<file path="src/hdl/cor_pkg.sv">
// Types and constants of the circle outline rasteriser.
`timescale 1ns / 1ps

package cor_pkg;

    localparam int unsigned COORD_W = 10;
    localparam int unsigned RAD_W   = 9;
    localparam int unsigned PIX_W   = 12;
    localparam int unsigned CLIP_W  = 11;
    localparam int unsigned DEC_W   = 14;
    localparam int unsigned IDX_W   = 3;

    // Operation codes of an input beat
    localparam logic OP_START = 1'b0;
    localparam logic OP_STEP  = 1'b1;

    // Configuration register indexes
    localparam logic REG_CLIP_WIDTH  = 1'b0;
    localparam logic REG_CLIP_HEIGHT = 1'b1;

    localparam logic [CLIP_W-1:0] CLIP_WIDTH_RESET  = 11'd640;
    localparam logic [CLIP_W-1:0] CLIP_HEIGHT_RESET = 11'd320;

    localparam logic [IDX_W-1:0] LAST_POINT = 3'd7;

    typedef struct packed {
        logic              op;
        logic [COORD_W-1:0] center_x;
        logic [COORD_W-1:0] center_y;
        logic [RAD_W-1:0]   radius;
    } t_in_beat;

    typedef struct packed {
        logic signed [PIX_W-1:0] pixel_x;
        logic signed [PIX_W-1:0] pixel_y;
        logic                    visible;
        logic                    last;
        logic                    finished;
    } t_out_beat;

    // Offsets and centre of one step, handed to the point sequencer
    typedef struct packed {
        logic [COORD_W-1:0] cx;
        logic [COORD_W-1:0] cy;
        logic [COORD_W-1:0] ox;
        logic [COORD_W-1:0] oy;
        logic               fin;
    } t_snap;

endpackage

</file>
<file path="src/hdl/cor_step.sv">
// Midpoint state and one-step update of the circle outline rasteriser.
`timescale 1ns / 1ps

module cor_step
    import cor_pkg::*;
(
    input  logic     i_clk,
    input  logic     i_rst_n,
    input  logic     i_accept,
    input  t_in_beat i_data,
    output logic     o_emit,
    output t_snap    o_snap
);

    logic [COORD_W-1:0] r_cx, r_cy, r_ox, r_oy;
    logic [DEC_W-1:0]   r_dec;
    logic               r_active;

    logic               start;
    logic [COORD_W-1:0] cur_cx, cur_cy, cur_x, cur_y;
    logic [DEC_W-1:0]   cur_p;
    logic [PIX_W-1:0]   nx, ny;
    logic [DEC_W-1:0]   n_dec;
    logic               dec_neg, fin;

    assign start = (i_data.op == OP_START);

    always_comb begin
        if (start) begin
            cur_cx = i_data.center_x;
            cur_cy = i_data.center_y;
            cur_x  = '0;
            cur_y  = {1'b0, i_data.radius};
            cur_p  = DEC_W'(3) - {{(DEC_W-RAD_W-1){1'b0}}, i_data.radius, 1'b0};
        end else begin
            cur_cx = r_cx;
            cur_cy = r_cy;
            cur_x  = r_ox;
            cur_y  = r_oy;
            cur_p  = r_dec;
        end
    end

    assign dec_neg = cur_p[DEC_W-1];
    assign nx      = {2'b00, cur_x} + PIX_W'(1);
    assign ny      = {2'b00, cur_y} - {{(PIX_W-1){1'b0}}, ~dec_neg};
    assign fin     = $signed(nx) > $signed(ny);

    // Decision update, kept modulo 2^14
    always_comb begin
        if (dec_neg) begin
            n_dec = cur_p + {nx[DEC_W-3:0], 2'b00} + DEC_W'(6);
        end else begin
            n_dec = cur_p + {nx[DEC_W-3:0] - {2'b00, cur_y}, 2'b00} + DEC_W'(10);
        end
    end

    assign o_emit = i_accept && (start || r_active);

    assign o_snap.cx  = cur_cx;
    assign o_snap.cy  = cur_cy;
    assign o_snap.ox  = cur_x;
    assign o_snap.oy  = cur_y;
    assign o_snap.fin = fin;

    always_ff @(posedge i_clk) begin
        if (!i_rst_n) begin
            r_active <= 1'b0;
        end else if (o_emit) begin
            r_active <= ~fin;
        end
    end

    always_ff @(posedge i_clk) begin
        if (o_emit) begin
            r_cx  <= cur_cx;
            r_cy  <= cur_cy;
            r_ox  <= nx[COORD_W-1:0];
            r_oy  <= ny[COORD_W-1:0];
            r_dec <= n_dec;
        end
    end

endmodule

</file>
<file path="src/hdl/cor_emit.sv">
// Point sequencer: eight symmetric points per step into a registered output.
`timescale 1ns / 1ps

module cor_emit
    import cor_pkg::*;
(
    input  logic              i_clk,
    input  logic              i_rst_n,
    input  logic              i_load,
    input  t_snap             i_snap,
    input  logic [CLIP_W-1:0] i_clip_width,
    input  logic [CLIP_W-1:0] i_clip_height,
    output logic              o_free,
    output logic              o_valid,
    input  logic              i_stall,
    output t_out_beat         o_data
);

    t_snap            r_snap;
    logic             r_busy;
    logic [IDX_W-1:0] r_idx;
    logic             r_out_valid;
    t_out_beat        r_out;

    logic               load_out, idx_last, swap, neg_x, neg_y;
    logic [COORD_W-1:0] off_a, off_b;
    logic [PIX_W-1:0]   px, py;
    t_out_beat          n_out;

    assign load_out = r_busy && (!r_out_valid || !i_stall);
    assign idx_last = (r_idx == LAST_POINT);
    assign o_free   = !r_busy || (load_out && idx_last);

    // Octant selection from the point index
    assign swap  = r_idx[2];
    assign neg_x = swap ? r_idx[1] : r_idx[0];
    assign neg_y = swap ? r_idx[0] : r_idx[1];
    assign off_a = swap ? r_snap.oy : r_snap.ox;
    assign off_b = swap ? r_snap.ox : r_snap.oy;

    assign px = neg_x ? {2'b00, r_snap.cx} - {2'b00, off_a}
                      : {2'b00, r_snap.cx} + {2'b00, off_a};
    assign py = neg_y ? {2'b00, r_snap.cy} - {2'b00, off_b}
                      : {2'b00, r_snap.cy} + {2'b00, off_b};

    always_comb begin
        n_out.pixel_x  = $signed(px);
        n_out.pixel_y  = $signed(py);
        n_out.visible  = ($signed(px) > $signed(PIX_W'(0)))
                      && ($signed(px) < $signed({1'b0, i_clip_width}))
                      && ($signed(py) > $signed(PIX_W'(0)))
                      && ($signed(py) < $signed({1'b0, i_clip_height}));
        n_out.last     = idx_last;
        n_out.finished = r_snap.fin;
    end

    always_ff @(posedge i_clk) begin
        if (!i_rst_n) begin
            r_busy      <= 1'b0;
            r_idx       <= '0;
            r_out_valid <= 1'b0;
        end else begin
            // A new step may arrive on the edge the eighth point leaves
            if (i_load) begin
                r_busy <= 1'b1;
                r_idx  <= '0;
            end else if (load_out) begin
                r_idx <= r_idx + IDX_W'(1);
                if (idx_last) begin
                    r_busy <= 1'b0;
                end
            end
            if (load_out) begin
                r_out_valid <= 1'b1;
            end else if (r_out_valid && !i_stall) begin
                r_out_valid <= 1'b0;
            end
        end
    end

    always_ff @(posedge i_clk) begin
        if (load_out) begin
            r_out <= n_out;
        end
        if (i_load) begin
            r_snap <= i_snap;
        end
    end

    assign o_valid = r_out_valid;
    assign o_data  = r_out;

endmodule

</file>
<file path="src/hdl/circle_outline_rasterizer_core.sv">
// Top level of the midpoint circle outline rasteriser.
// A start beat (op = start) loads centre and radius; each start beat and each
// step beat while a circle is active yields eight outline points, one output
// beat per cycle unless the output stalls, in octant order, the eighth
// flagged last and all eight flagged finished when the circle completes with
// that step. A step beat with no active circle is absorbed and yields nothing.
// An emitting beat occupies the block until its eighth point enters the single
// output register, which takes one point per cycle unless stalled; the next
// input beat is taken in that cycle, so output beats follow with no gap. A
// beat's first point passes the step and output registers before it is
// presented. The user must write clip registers through the plain write port
// only while no points are pending; the block itself does not enforce it.
`timescale 1ns / 1ps

module circle_outline_rasterizer_core
    import cor_pkg::*;
(
    input  logic              i_clk,
    input  logic              i_rst_n,
    // input beats
    input  logic              i_in_valid,
    output logic              o_in_stall,
    input  t_in_beat          i_in_data,
    // output beats
    output logic              o_out_valid,
    input  logic              i_out_stall,
    output t_out_beat         o_out_data,
    // configuration writes
    input  logic              i_cfg_we,
    input  logic              i_cfg_idx,
    input  logic [CLIP_W-1:0] i_cfg_data
);

    logic [CLIP_W-1:0] r_clip_width;
    logic [CLIP_W-1:0] r_clip_height;

    logic  in_accept;
    logic  emit;
    logic  emit_free;
    t_snap snap;

    // Clip window registers
    always_ff @(posedge i_clk) begin
        if (!i_rst_n) begin
            r_clip_width  <= CLIP_WIDTH_RESET;
            r_clip_height <= CLIP_HEIGHT_RESET;
        end else if (i_cfg_we) begin
            case (i_cfg_idx)
                REG_CLIP_WIDTH:  r_clip_width  <= i_cfg_data;
                REG_CLIP_HEIGHT: r_clip_height <= i_cfg_data;
                default: ;
            endcase
        end
    end

    // Input is held off only while the sequencer still owes points
    assign o_in_stall = !emit_free;
    assign in_accept  = i_in_valid && !o_in_stall;

    // Midpoint state: advances once per accepted emitting beat
    cor_step u_step (
        .i_clk    (i_clk),
        .i_rst_n  (i_rst_n),
        .i_accept (in_accept),
        .i_data   (i_in_data),
        .o_emit   (emit),
        .o_snap   (snap)
    );

    // Eight points of the captured offsets, one per output beat
    cor_emit u_emit (
        .i_clk         (i_clk),
        .i_rst_n       (i_rst_n),
        .i_load        (emit),
        .i_snap        (snap),
        .i_clip_width  (r_clip_width),
        .i_clip_height (r_clip_height),
        .o_free        (emit_free),
        .o_valid       (o_out_valid),
        .i_stall       (i_out_stall),
        .o_data        (o_out_data)
    );

endmodule

</file>
<file path="config.mk">
export PLATFORM = sky130hd
export DESIGN_NAME = circle_outline_rasterizer_core
export DESIGN_NICKNAME = d
export VERILOG_FILES = /design/src/hdl/cor_pkg.sv /design/src/hdl/cor_step.sv /design/src/hdl/cor_emit.sv /design/src/hdl/circle_outline_rasterizer_core.sv
export SDC_FILE = /design/constraint.sdc
export NUM_CORES = 1
export LEC_CHECK = 0
export BUFFER_PORTS_ARGS = -buffer_cell sky130_fd_sc_hd__buf_2
export CAP_MARGIN = 10
export CORE_MARGIN = 4
export CORE_UTILIZATION = 61
export DETAILED_ROUTE_END_ITERATION = 7
export GPL_ROUTABILITY_DRIVEN = 0
export PLACE_DENSITY_LB_ADDON = 0.15
export SETUP_SLACK_MARGIN = 0.4
export SLEW_MARGIN = 40
export SYNTH_ARGS = -nofsm -noshare
export SYNTH_HDL_FRONTEND = slang
export SYNTH_SLANG_ARGS = --single-unit
</file>
<file path="constraint.sdc">
create_clock -name i_clk -period 6.5 [get_ports i_clk]
set_input_delay 1.3 -clock i_clk [delete_from_list [all_inputs] [get_ports i_clk]]
set_output_delay 1.3 -clock i_clk [all_outputs]
set_load 0.05 [all_outputs]
</file>
# Word-level counts from Yosys, hierarchy flattened

Cells that the tools add are included.
Widths: inputs -> output; s select.

Add/sub/neg operators: 13
Magnitude comparators: 5
Eq/ne operators: 1
Multiplexer cells: 17
Bitwise logic cells: 5
Reduce and logical (&&, ||, !) cells: 23

Operators by type and width:

| kind                  | count |
|---|---|
| $mux 10               | 6 |
| $add 14x14->14        | 2 |
| $mux 14               | 2 |
| $gt 12x1->1 const B   | 2 |
| $lt 12x12->1          | 2 |
| $mux 12               | 2 |
| $add 10x10->11        | 2 |
| $sub 10x10->11        | 2 |
| $add 14x3->14 const B | 1 |
| $add 14x4->14 const B | 1 |
| $gt 12x12->1          | 1 |
| $sub 12x10->12        | 1 |
| $add 10x1->11 const B | 1 |
| $sub 10x1->11         | 1 |
| $sub 2x10->11 const A | 1 |
| $logic_and 1x1->1     | 8 |
| $reduce_and 2->1      | 4 |
| $mux 1                | 7 |
| $reduce_bool 2->1     | 3 |
| $not 1->1             | 5 |
| $logic_not 1->1       | 4 |
| $add 3x1->3 const B   | 1 |
| $eq 3x3->1 const B    | 1 |
| $logic_or 1x1->1      | 3 |
| $reduce_or 2->1       | 1 |

Register bits: 130
Output and inout port bits: 29

# Logic depth before layout (Yosys ltp)

Gate-level depths: netlist (run 1).

Depth in word-level cells: 9
Mapped depth: 21
Depth with buffers taken out: 19

# By module

A second synthesis (run 1) with hierarchy kept.

Cells, all modules: 1048
Area, all modules: 10757.8 um2

Modules (own cells, without submodules):

| module                         | times used | cells each | area an instance (um2) | seq. area each (um2) |
|---|---|---|---|---|
| cor_emit                       | 1          | 465        | 5012.3                 | 2142.1 |
| cor_step                       | 1          | 492        | 4859.7                 | 1611.5 |
| circle_outline_rasterizer_core | 1          | 91         | 885.8                  | 440.4 |

# Worst setup path before layout (run 1)

Ideal clock, no wire load.

Path kind: in2reg
From: input port i_in_data[29] (netlist name)
To: register u_step.r_dec[12], data pin
Setup time: 261 ps
Arrival: 5096 ps
Data required time: 6239 ps
Path slack: 1143 ps
Stages on the path: 18
Buffers on the path: 3
Cell sequence: buf_4 > clkbuf_1 > clkbuf_1 > mux2i_1 > inv_1 > ha_1 > fa_1 > ha_1 > inv_1 > fa_1 > a21o_1 > a21oi_1 > nor2b_1 > o21a_1 > o41ai_1 > o21ai_0 > xnor2_1 > mux2i_1

RTL lines:

| what                 | line                                 | source |
|---|---|---|
| start, declared      | circle_outline_rasterizer_core.sv:23 | `input t_in_beat i_in_data,` |
| end signal, assigned | cor_step.sv:80                       | `r_dec <= n_dec;` |
| end, declared        | cor_step.sv:16                       | `logic [DEC_W-1:0] r_dec;` |

==> out/metrics.csv, run 1 <==
stage;metric;value;unit
place;place_area;0.0100;mm^2
synth;synthArstFlopShare;0;
synth;synth_edf_count;101;
cells_and_area;num_antenna_cells;0;
synth;yosysWarnings;0;
routing;wire_per_inst;16.8;um
clock_tree;root_buffer;clkbuf_16;
setup_path;crit_chain;buf_2 > mux2i_1 > inv_1 > ha_1 > fa_1 > ha_1 > inv_1 > fa_1 > a21o_1 > a21oi_1 > nor2b_1 > o21a_1 > o41ai_1 > o21ai_0 > xnor2_1 > mux2i_1;
setup_path;cp_slowest_stage_delay;0.52;ns
clock_tree;cts_max_level;4;
clock_tree;cts_tree;built;
synth;synth_seq_area_share;0.380;
synth;synth_most_common_cell;ha_1;
synth;syn-mean-instance-area;9.90;um^2
setup_path;crit_path_end_kind;register;
synth;ys_types;65;
sta;period_needed;5.39;ns
outcome;status;finished clean;
setup_path;crit_buf_inv;3;
setup_path;cpLargestDelayFamily;adder cells;
routing;drc_errors;0;
routing;routed_wl;20700;um
pwr;vdd.ir_drop.worst;0.000205;V
cells_and_area;final_core_util;0.698;
die;io_pins;76;
die;start_util;0.622;
clock_tree;insertion_delay;0.43;ns
clock_tree;cts_buffers;17;
pwr;p_sw;910;uW
clock_tree;ctsResizeCount;0;
min_path;hp-class;register to register;
global_routing;globalRoute.totalOverflow;0;
die;die-area;0.0176;mm^2
flow_run;cap_violations;0;
setup_path;critical_path_class;primary input to register;
setup_path;crit_fanout;37;
sta;finalHoldWorstSlack;0.453;ns
sta;period_share;0.830;
global_routing;grt_antenna_before_repair;0;
synth;yosysTopAreaCell;edfxtp_1;
routing;first_pass_iters;5;
sta;fin_setup_tns;0;ns
sta;finalClockSkew;0.00757;ns
routing;drt_iter0_drc;276;
pwr;pwr-share-comb;0.302;
sta;final-hold-violation-count;0;
sta;clock.fmax;0.185;GHz
die;core;0.0152;mm^2
clock_tree;numClockSinks;129;
global_routing;grt_pass1_vias;7042;
pwr;pwr-share-seq;0.352;
sta;final-setup-viol-count;0;
clock_tree;path_clk_slew;0.06;ns
cells_and_area;syn2layout_area_growth;12.3;%
die;die_x;132;um
clock_tree;ctsHoldBuffers;0;
synth;synth_nets;1140;
cells_and_area;final_area;0.0106;mm^2
place;pre_cts_ws;0.733;ns
setup_path;critPathRequiredTime;6.68;ns
die;die_y;132;um
place;io_buffers;75;
clock_tree;clock_path_buffers;2;
synth;synth_common_cells;ha_1 (131), inv_1 (107), edfxtp_1 (101);
setup_path;startpoint_type;primary input;
setup_path;crit_path_top_delay_cell;buf_2;
sta;slew_headroom;0.469;
sta;tightest_slew;0.795;ns
global_routing;grt_pass1_wl;34000;um
pwr;switching_share;0.320;
synth;synth_top_area_frac;0.321;
pwr;power_leakage;4.64;nW
pwr;cellInternalPower;1.94;mW
synth;syn_area;0.00945;mm^2
synth;synth-seq-cells;129;
sta;slew_viol_final;0;
setup_path;arrival;5.57;ns
pwr;power_density;268;mW/mm^2
routing;vias_per_cell;5.69;
synth;ys.flop_type;edfxtp_1;
cells_and_area;num-fill-cells;1199;
global_routing;track_usage;0.242;
sta;rsz0062_at_grt;no;
synth;synth_area_leaders;edfxtp_1 (32%), ha_1 (17%), dfxtp_1 (5.9%), inv_1 (4.2%), xnor2_1 (3.9%);
clock_tree;post-cts-setup-buffers;0;
place;hpwl;16100;um
cells_and_area;drive_gt1_frac;0.129;
synth;syn_inst;955;
die;rows;45;
routing;ant_nets;0;
sta;finalWorstSetupSlack;1.11;ns
pwr;pwr-share-clk;0.347;
cells_and_area;nNetsFinal;1217;
routing;vias;7021;
global_routing;grt_max_degree;55;
==> flip-flops by register name (all words and copies together), names as in the netlist, 3 cells and up <==
signal / flops
u_step.r_ox: 10
r_clip_height: 11
u_step.r_oy: 10
r_clip_width: 11
u_step.r_dec: 13
u_emit.o_data: 27
u_emit.r_idx: 3
u_emit.r_snap: 40
==> cells by family after synthesis <==
| family | after synthesis | share of synthesized area |
|---|---|---|
| mux | 43 | 0.0469 |
| fa+ha+maj | 138 | 0.188 |
| buf+inv | 128 | 0.0529 |
| flops | 129 | 0.380 |
| compound gates | 198 | 0.139 |
| xor+xnor | 63 | 0.0584 |
| simple gates | 256 | 0.135 |
==> worst register-to-register path, delay by kind of cell, from the launching register on <==
kind,cells,cell delay (ns)
compound gates,5,1.24
xor+xnor,1,0.36
fa+ha+maj,2,0.56
buf+inv,2,0.47
flops,1,0.60
mux,1,0.44
simple gates,4,0.89
==> worst paths after layout <==
| path | slack (ns) | endpoint | start | depth (start not counted) |
|---|---|---|---|---|
| worst max register to register | 1.79 | u_emit.o_data[2] | u_emit.r_idx[2] | 15 |
| worst min register to register | 0.45 | u_emit.o_data[0] | u_emit.n_out[0] | 0 |
| worst max-delay path | 1.11 | u_step.r_dec[12] | i_in_data[29] | 16 |
| worst min-delay path | 0.45 | u_emit.o_data[0] | u_emit.n_out[0] | 0 |
==> routing by layer <==
layer	track usage	routed length [um]	up-vias	part of all wire
li1	-	-	3561	-
met1	0.282	8690	3271	0.42
met2	0.450	10700	164	0.52
met3	0.0517	920	25	0.045
met4	0.0670	331	0	0.016
met5	0	0	-	0
==> power groups by stage <==
| stage | registers (mW) | clock network, mW | logic, mW |
|---|---|---|---|
| after floorplan | 1.06 | 0 | 0.613 |
| after global placement | 1.02 | 0 | 0.831 |
| after detailed placement | 1.02 | 0 | 0.846 |
| after CTS | 1.00 | 1.00 | 0.858 |
| after global routing | 1.01 | 1.04 | 0.962 |
| final | 1.00 | 0.986 | 0.858 |
==> per-stage QoR <==
| stage | power [mW] | instances |
|---|---|---|
| 2_1_floorplan | 1.67 | 955 |
| 3_3_place_gp | 1.85 | 1201 |
| 3_5_place_dp | 1.86 | 1201 |
| 4_1_cts | 2.86 | 1233 |
| 5_1_grt | 3.01 | 1233 |
| 6_report | 2.85 | 1233 |
==> final cells by class <==
type | instances | area (um^2) | share of cell area
timing repair buffer | 79 | 405 | 0.0382
inverter | 107 | 404 | 0.0381
clock buffer | 17 | 425 | 0.0401
multi-input combinational | 698 | 5370 | 0.506
tap | 188 | 235 | 0.0222
sequential | 129 | 3590 | 0.339
clock inverter | 15 | 180 | 0.0170
==> placed cells by master (no fill, tap or decap), types with 8 or more instances in the layout <==
cell       count
nand2_1       84
dfxtp_1       28
nor3_1        28
buf_2         75
a21o_1        17
mux2i_1       34
nor2b_1       18
o211ai_1       8
a21boi_0      23
a21oi_1       49
nand2b_1      11
inv_1        106
edfxtp_1     101
ha_1         131
xor2_1        21
clkbuf_16     17
and2_1        19
a31oi_1       10
xnor2_1       42
nor2_1        46
o21ai_0       40
No activity file was read; power rests on OpenSTA's default activity.
==> run 2: changes to the inputs <==
- ABC_AREA: unset -> 1
- CORE_UTILIZATION: 61 -> 62
- clock period: 6.5 -> 5.5 ns (I/O delays scaled with it)
==> run 2 against run 1 <==
  * Count of clock-buffer cells in the layout rose by 4
  * Utilization increased by 0.81 points
  * Critical path depth grew 6
  * Cell count grew 29%
  * Clock power increased by 5%
  * Critical endpoint is now u_step.r_dec[13]
  * Largest cell class unchanged
  * Largest power group unchanged
  * Highest routed layer unchanged
==> out/metrics.csv, run 2 <==
stage;metric;value;unit;change
pwr;pwr-share-seq;0.363;;+0.011
clock_tree;clock_path_buffers;2;;unchanged
cells_and_area;nNetsFinal;1545;;+27%
pwr;pwr-share-comb;0.313;;+0.011
global_routing;grt_antenna_before_repair;0;;unchanged
place;hpwl;18700;um;+17%
cells_and_area;final_common_cell;nand2_1;;
pwr;pwr-share-clk;0.324;;-0.023
global_routing;grt_max_degree;56;;+1.8%
synth;yosysWarnings;0;;unchanged
place;io_buffers;75;;unchanged
cells_and_area;largest_register_ffs;40;;unchanged
die;die_y;135;um;+1.8%
clock_tree;insertion_delay;0.42;ns;about the same
pwr;power_leakage;5.46;nW;+18%
routing;wire_per_inst;14.8;um;-12%
sta;fin_setup_tns;0;ns;unchanged
synth;synth_area_leaders;edfxtp_1 (30%), ha_1 (16%), nand2_1 (11%), inv_1 (7.9%), dfxtp_1 (5.6%);;
clock_tree;path_clk_slew;0.06;ns;about the same
synth;ys.flop_type;edfxtp_1;;
die;io_pins;76;;unchanged
clock_tree;cts_tree;built;;
synth;ys_types;43;;-34%
sta;slew_viol_final;0;;unchanged
pwr;power_density;287;mW/mm^2;+7.0%
cells_and_area;num_antenna_cells;0;;unchanged
flow_run;cap_violations;0;;unchanged
die;die-area;0.0182;mm^2;+3.6%
die;rows;46;;+2.2%
setup_path;arrival;4.86;ns;-0.71 ns
setup_path;startpoint_type;primary input;;
routing;ant_nets;0;;unchanged
synth;synth_common_cells;nand2_1 (288), inv_1 (211), ha_1 (131);;
cells_and_area;final_core_util;0.706;;+0.00813
routing;routed_wl;23500;um;+14%
die;core;0.0158;mm^2;+4.1%
pwr;switching_share;0.344;;+0.0245
sta;finalWorstSetupSlack;0.807;ns;-0.299 ns
cells_and_area;layout_common_cells;nand2_1 (288), inv_1 (209), ha_1 (127), edfxtp_1 (101), o21ai_0 (96);;
synth;syn-mean-instance-area;7.79;um^2;-21%
outcome;status;finished clean;;
routing;first_pass_iters;5;;unchanged
setup_path;critPathRequiredTime;5.67;ns;-1.01 ns
setup_path;crit_fanout;12;;-68%
routing;drc_errors;0;;unchanged
die;start_util;0.630;;+0.00838
synth;synth_most_common_cell;nand2_1;;
synth;synth_nets;1465;;+29%
synth;synth_top_area_frac;0.304;;-0.0168
pwr;p_sw;1.10;mW;+21%
setup_path;crit_path_end_kind;register;;
sta;period_share;0.853;;
sta;slew_headroom;0.471;;+0.00232
global_routing;grt_pass1_vias;8342;;+18%
place;pre_cts_ws;0.213;ns;-0.520 ns
pwr;vdd.ir_drop.worst;0.000240;V;+17%
sta;period_needed;4.69;ns;
cells_and_area;syn2layout_area_growth;12.1;%;
sta;rsz0062_at_grt;no;;
routing;vias;8674;;+24%
sta;final-setup-viol-count;0;;unchanged
setup_path;reg2reg_slack;1.39;ns;-0.40 ns
synth;syn_area;0.00998;mm^2;+5.5%
setup_path;critical_path_class;primary input to register;;
sta;tightest_slew;0.785;ns;-0.0101 ns
routing;drt_iter0_drc;545;;+97%
global_routing;globalRoute.totalOverflow;0;;unchanged
cells_and_area;top_register;u_emit.r_snap;;
cells_and_area;drive_gt1_frac;0.111;;-0.0178
min_path;hp-class;register to register;;
clock_tree;numClockSinks;129;;unchanged
sta;clock.fmax;0.213;GHz;
pwr;cellInternalPower;2.10;mW;+8.6%
clock_tree;root_buffer;clkbuf_16;;
sta;final-hold-violation-count;0;;unchanged
clock_tree;cts_buffers;17;;unchanged
synth;synthArstFlopShare;0;;unchanged
synth;synth_seq_area_share;0.360;;-0.0199
die;die_x;135;um;+1.8%
synth;yosysTopAreaCell;edfxtp_1;;
synth;syn_inst;1280;;+34%
routing;vias_per_cell;5.46;;-4.1%
global_routing;grt_pass1_wl;38600;um;+14%
global_routing;track_usage;0.265;;+0.0230
sta;finalClockSkew;0.0111;ns;+0.00356 ns
synth;synth-seq-cells;129;;unchanged
clock_tree;cts_max_level;4;;unchanged
synth;synth_edf_count;101;;unchanged
-- run 2: changes by cell type after synthesis, sizes merged, moves of 13 or more --
cell	change
nand2	+204
or2	+21
and2	-20
nor2b	-19
inv	+106
mux2i	-36
nor2	+49
xnor2	-33
o21ai	+61
a21boi	-21
nand3	+68
a21o	-13
a21oi	+44
-- run 2: cell families after synthesis --
logic type	after synthesis	share of synthesized area
buffers and inverters	233	0.0893
adder cells (fa/ha/maj)	138	0.178
flip-flops	129	0.360
AND/OR/NAND/NOR	524	0.223
AO/OA/AOI/OAI	228	0.124
XOR/XNOR	28	0.0246
-- run 2: metal layers --
layer,global-route usage,share of wire
met4,0.120,0.037
met3,0.0488,0.050
met1,0.319,0.42
met5,0,0
met2,0.464,0.49
-- run 2: worst max-delay path, stage by stage --
cell and delay (ns):
clkbuf_4 0.21, nand2_1 0.13, nor2_4 0.13, inv_1 0.09, o21ai_0 0.18, inv_1 0.14, ha_1 0.35, a21oi_1 0.23
o21ai_1 0.13, a21oi_1 0.24, xnor2_1 0.17, ha_1 0.26, ha_1 0.36, a21oi_1 0.17, o21ai_0 0.13, a21oi_1 0.28
o21ai_0 0.16, xor2_1 0.17, inv_1 0.07, nand2_1 0.04, nand3_1 0.06, nand2_1 0.05
-- run 2: timing repair --
item | CTS | global route
endpoints found under the setup margin | 0 | 2
setup buffers | 0 | 0
hold buffers | 0 | 0
resized for setup | 0 | 12
-- run 2: worst paths after layout --
path	start	to	cells past startpoint
hold / removal	u_emit.n_out[0]	u_emit.o_data[0]	0
setup reg to reg	u_step.r_ox[0]	u_step.r_dec[13]	21
hold reg to reg	u_emit.n_out[0]	u_emit.o_data[0]	0
setup / recovery	i_in_data[29]	u_step.r_dec[13]	22
-- run 2: final cells by class --
| cell class | instances | area (um^2) |
|---|---|---|
| Fill cell | 1279 | 4650 |
| Multi-Input combinational cell | 918 | 5550 |
| Clock inverter | 11 | 83.8 |
| Clock buffer | 21 | 462 |
| Tap cell | 216 | 270 |
| Timing Repair Buffer | 80 | 419 |
| Sequential cell | 129 | 3590 |
| Inverter | 214 | 806 |
-- run 2: per-stage QoR --
stage | cell area [um^2] | total power [mW] | instances | hold WS, ns
finish | 11200 | 3.21 | 1589 | 0.419
detailed placement | 10600 | 2.16 | 1557 | 0.405
global route | 11200 | 3.41 | 1589 | 0.442
CTS | 11100 | 3.20 | 1589 | 0.419
global placement | 10600 | 2.14 | 1557 | 0.404
floorplan | 9980 | 1.93 | 1280 | 0.400
-- run 2: power groups by stage --
| stage | Sequential (mW) | Clock (mW) | Combinational, mW |
|---|---|---|---|
| 2_1_floorplan | 1.23 | 0 | 0.701 |
| 3_3_place_gp | 1.18 | 0 | 0.953 |
| 3_5_place_dp | 1.18 | 0 | 0.980 |
| 4_1_cts | 1.16 | 1.05 | 0.988 |
| 5_1_grt | 1.17 | 1.09 | 1.14 |
| 6_report | 1.16 | 1.04 | 1.00 |
==> run 3: changes to the inputs <==
- ABC_AREA: 1 -> unset
- CORE_UTILIZATION: 62 -> 61
==> run 3 against run 2 <==
  * Fmax is 0.86% lower
  * Sequential cell count stayed put
  * Critical path type unchanged
  * Design area is 4.4% lower
  * Total power is 3.1% higher
  * Largest cell class unchanged
  * Utilization is 0.33 points lower
  * Worst setup slack worse by 0.041 ns
  * Clock power is 7% higher
==> out/metrics.csv, run 3 (synthesis results as in run 1) <==
stage;metric;value;unit;change
die;die-area;0.0176;mm^2;-3.5%
place;dp.cells;1214;;-22%
sta;fin_setup_tns;0;ns;unchanged
die;die_y;132;um;-1.7%
setup_path;crit_path_top_delay_cell;a2111oi_1;;
die;io_pins;76;;unchanged
clock_tree;cts_tree;built;;
cells_and_area;final_common_cell;ha_1;;
setup_path;crit_fanout;18;;+6
cells_and_area;syn2layout_area_growth;13.1;%;
global_routing;grt_pass1_vias;6888;;-17%
clock_tree;root_buffer;clkbuf_16;;
routing;ant_nets;0;;unchanged
setup_path;startpoint_type;primary input;;
clock_tree;cts_max_level;4;;unchanged
sta;rsz0062_at_grt;no;;
routing;vias_per_cell;5.60;;+2.5%
cells_and_area;top_register;u_emit.r_snap;;
setup_path;critPathRequiredTime;5.77;ns;+0.10 ns
sta;finalHoldWorstSlack;0.436;ns;+0.0164 ns
global_routing;globalRoute.totalOverflow;0;;unchanged
pwr;power;3.30;mW;+3.1%
setup_path;crit_path_end_kind;register;;
clock_tree;path_clk_slew;0.06;ns;about the same
routing;wire_per_inst;16.4;um;+11%
place;place_area;0.0101;mm^2;-4.5%
sta;final-hold-violation-count;0;;unchanged
pwr;vdd.ir_drop.worst;0.000227;V;-5.3%
routing;drt_iter0_drc;379;;-30%
global_routing;grt_antenna_before_repair;0;;unchanged
setup_path;critical_path_class;primary input to register;;
routing;vias;6974;;-20%
global_routing;grt_pass1_wl;33800;um;-12%
min_path;hp-class;register to register;;
clock_tree;clock_path_buffers;2;;unchanged
sta;slew_headroom;0.474;;+0.00282
setup_path;crit_path_frequent_cell;ha_1;;
die;core;0.0152;mm^2;-4.0%
cells_and_area;final_core_util;0.703;;-0.00328
setup_path;cp_slowest_stage_delay;0.50;ns;+0.14 ns
flow_run;cap_violations;0;;unchanged
die;start_util;0.622;;-0.00838
cells_and_area;fin_cells;1246;;-22%
sta;period_needed;4.73;ns;+0.0409 ns
sta;finalClockSkew;0.0114;ns;+0.000281 ns
sta;final-setup-viol-count;0;;unchanged
sta;period_share;0.861;;+0.00743
sta;finalWorstSetupSlack;0.766;ns;-0.0409 ns
clock_tree;insertion_delay;0.42;ns;about the same
die;rows;45;;-2.2%
cells_and_area;final_area;0.0107;mm^2;-4.4%
routing;first_pass_iters;5;;unchanged
sta;slew_viol_final;0;;unchanged
pwr;power_leakage;4.69;nW;-14%
sta;clock.fmax;0.211;GHz;-0.86%
clock_tree;numClockSinks;129;;unchanged
sta;tightest_slew;0.787;ns;+0.00245 ns
place;hpwl;16000;um;-15%
cells_and_area;nNetsFinal;1230;;-20%
clock_tree;cts_buffers;17;;unchanged
cells_and_area;drive_gt1_frac;0.139;;+0.0275
cells_and_area;layout_common_cells;ha_1 (131), inv_1 (106), edfxtp_1 (101), nand2_1 (84), buf_2 (75);;
place;io_buffers;75;;unchanged
setup_path;crit_chain;buf_2 > buf_4 > nand2_1 > nor2_1 > and3_1 > xor2_1 > ha_1 > nor3_1 > a2111oi_1 > o21a_1 > nor2_1 > ha_1 > ha_1 > or2_2 > a21oi_1 > a31oi_1 > a211o_1 > o211ai_2;;
die;die_x;132;um;-1.7%
global_routing;track_usage;0.241;;-0.0247
global_routing;grt_max_degree;44;;-21%
setup_path;arrival;5.00;ns;+0.14 ns
routing;routed_wl;20400;um;-13%
outcome;status;finished clean;;
place;pre_cts_ws;0.309;ns;+0.0962 ns
pwr;power_density;309;mW/mm^2;+7.8%
cells_and_area;num_antenna_cells;0;;unchanged
cells_and_area;largest_register_ffs;40;;unchanged
clock_tree;ctsHoldBuffers;0;;unchanged
routing;drc_errors;0;;unchanged
[run 3: what timing repair did]
action | CTS | global route
endpoints found under the hold margin | 0 | 0
buffers inserted | 0 | 0
setup endpoints to repair | 0 | 1
gates resized for setup | 0 | 1
[run 3: layout make-up]
cell class,instances,area [um^2]
Timing Repair Buffer,92,503
Fill cell,1182,4510
Clock inverter,14,141
Sequential cell,129,3590
Inverter,107,402
Tap cell,188,235
Clock buffer,18,439
Multi-Input combinational cell,698,5380
[run 3: report_power, final]
part / switching [mW] / internal, mW
Sequential: 0.0283 / 1.15
Combinational: 0.591 / 0.426
Clock: 0.432 / 0.675
[run 3: metal layers]
layer | vias up | global-route usage | share of wire | wire length, um
met3 | 28 | 0.0369 | 0.038 | 786
met1 | 3203 | 0.300 | 0.44 | 8990
met2 | 161 | 0.429 | 0.50 | 10300
met4 | 0 | 0.0779 | 0.019 | 386
met5 | - | 0 | 0 | 0
li1 | 3582 | - | - | -
[run 3: critical path, delay by kind of cell]
family / cells / cell delay, ns
buffers and inverters: 2 / 0.55
AO/OA/AOI/OAI: 6 / 1.30
XOR/XNOR: 1 / 0.23
adder cells (fa/ha/maj): 3 / 0.89
AND/OR/NAND/NOR: 6 / 0.93
[run 3: worst paths after layout]
path	slack (ns)	from	end	cells past startpoint
min	0.44	u_emit.n_out[0]	u_emit.o_data[0]	0
max reg2reg	0.96	u_emit.r_idx[2]	u_emit.o_data[2]	15
max	0.77	i_in_data[29]	u_step.r_dec[13]	18
min reg2reg	0.44	u_emit.n_out[0]	u_emit.o_data[0]	0
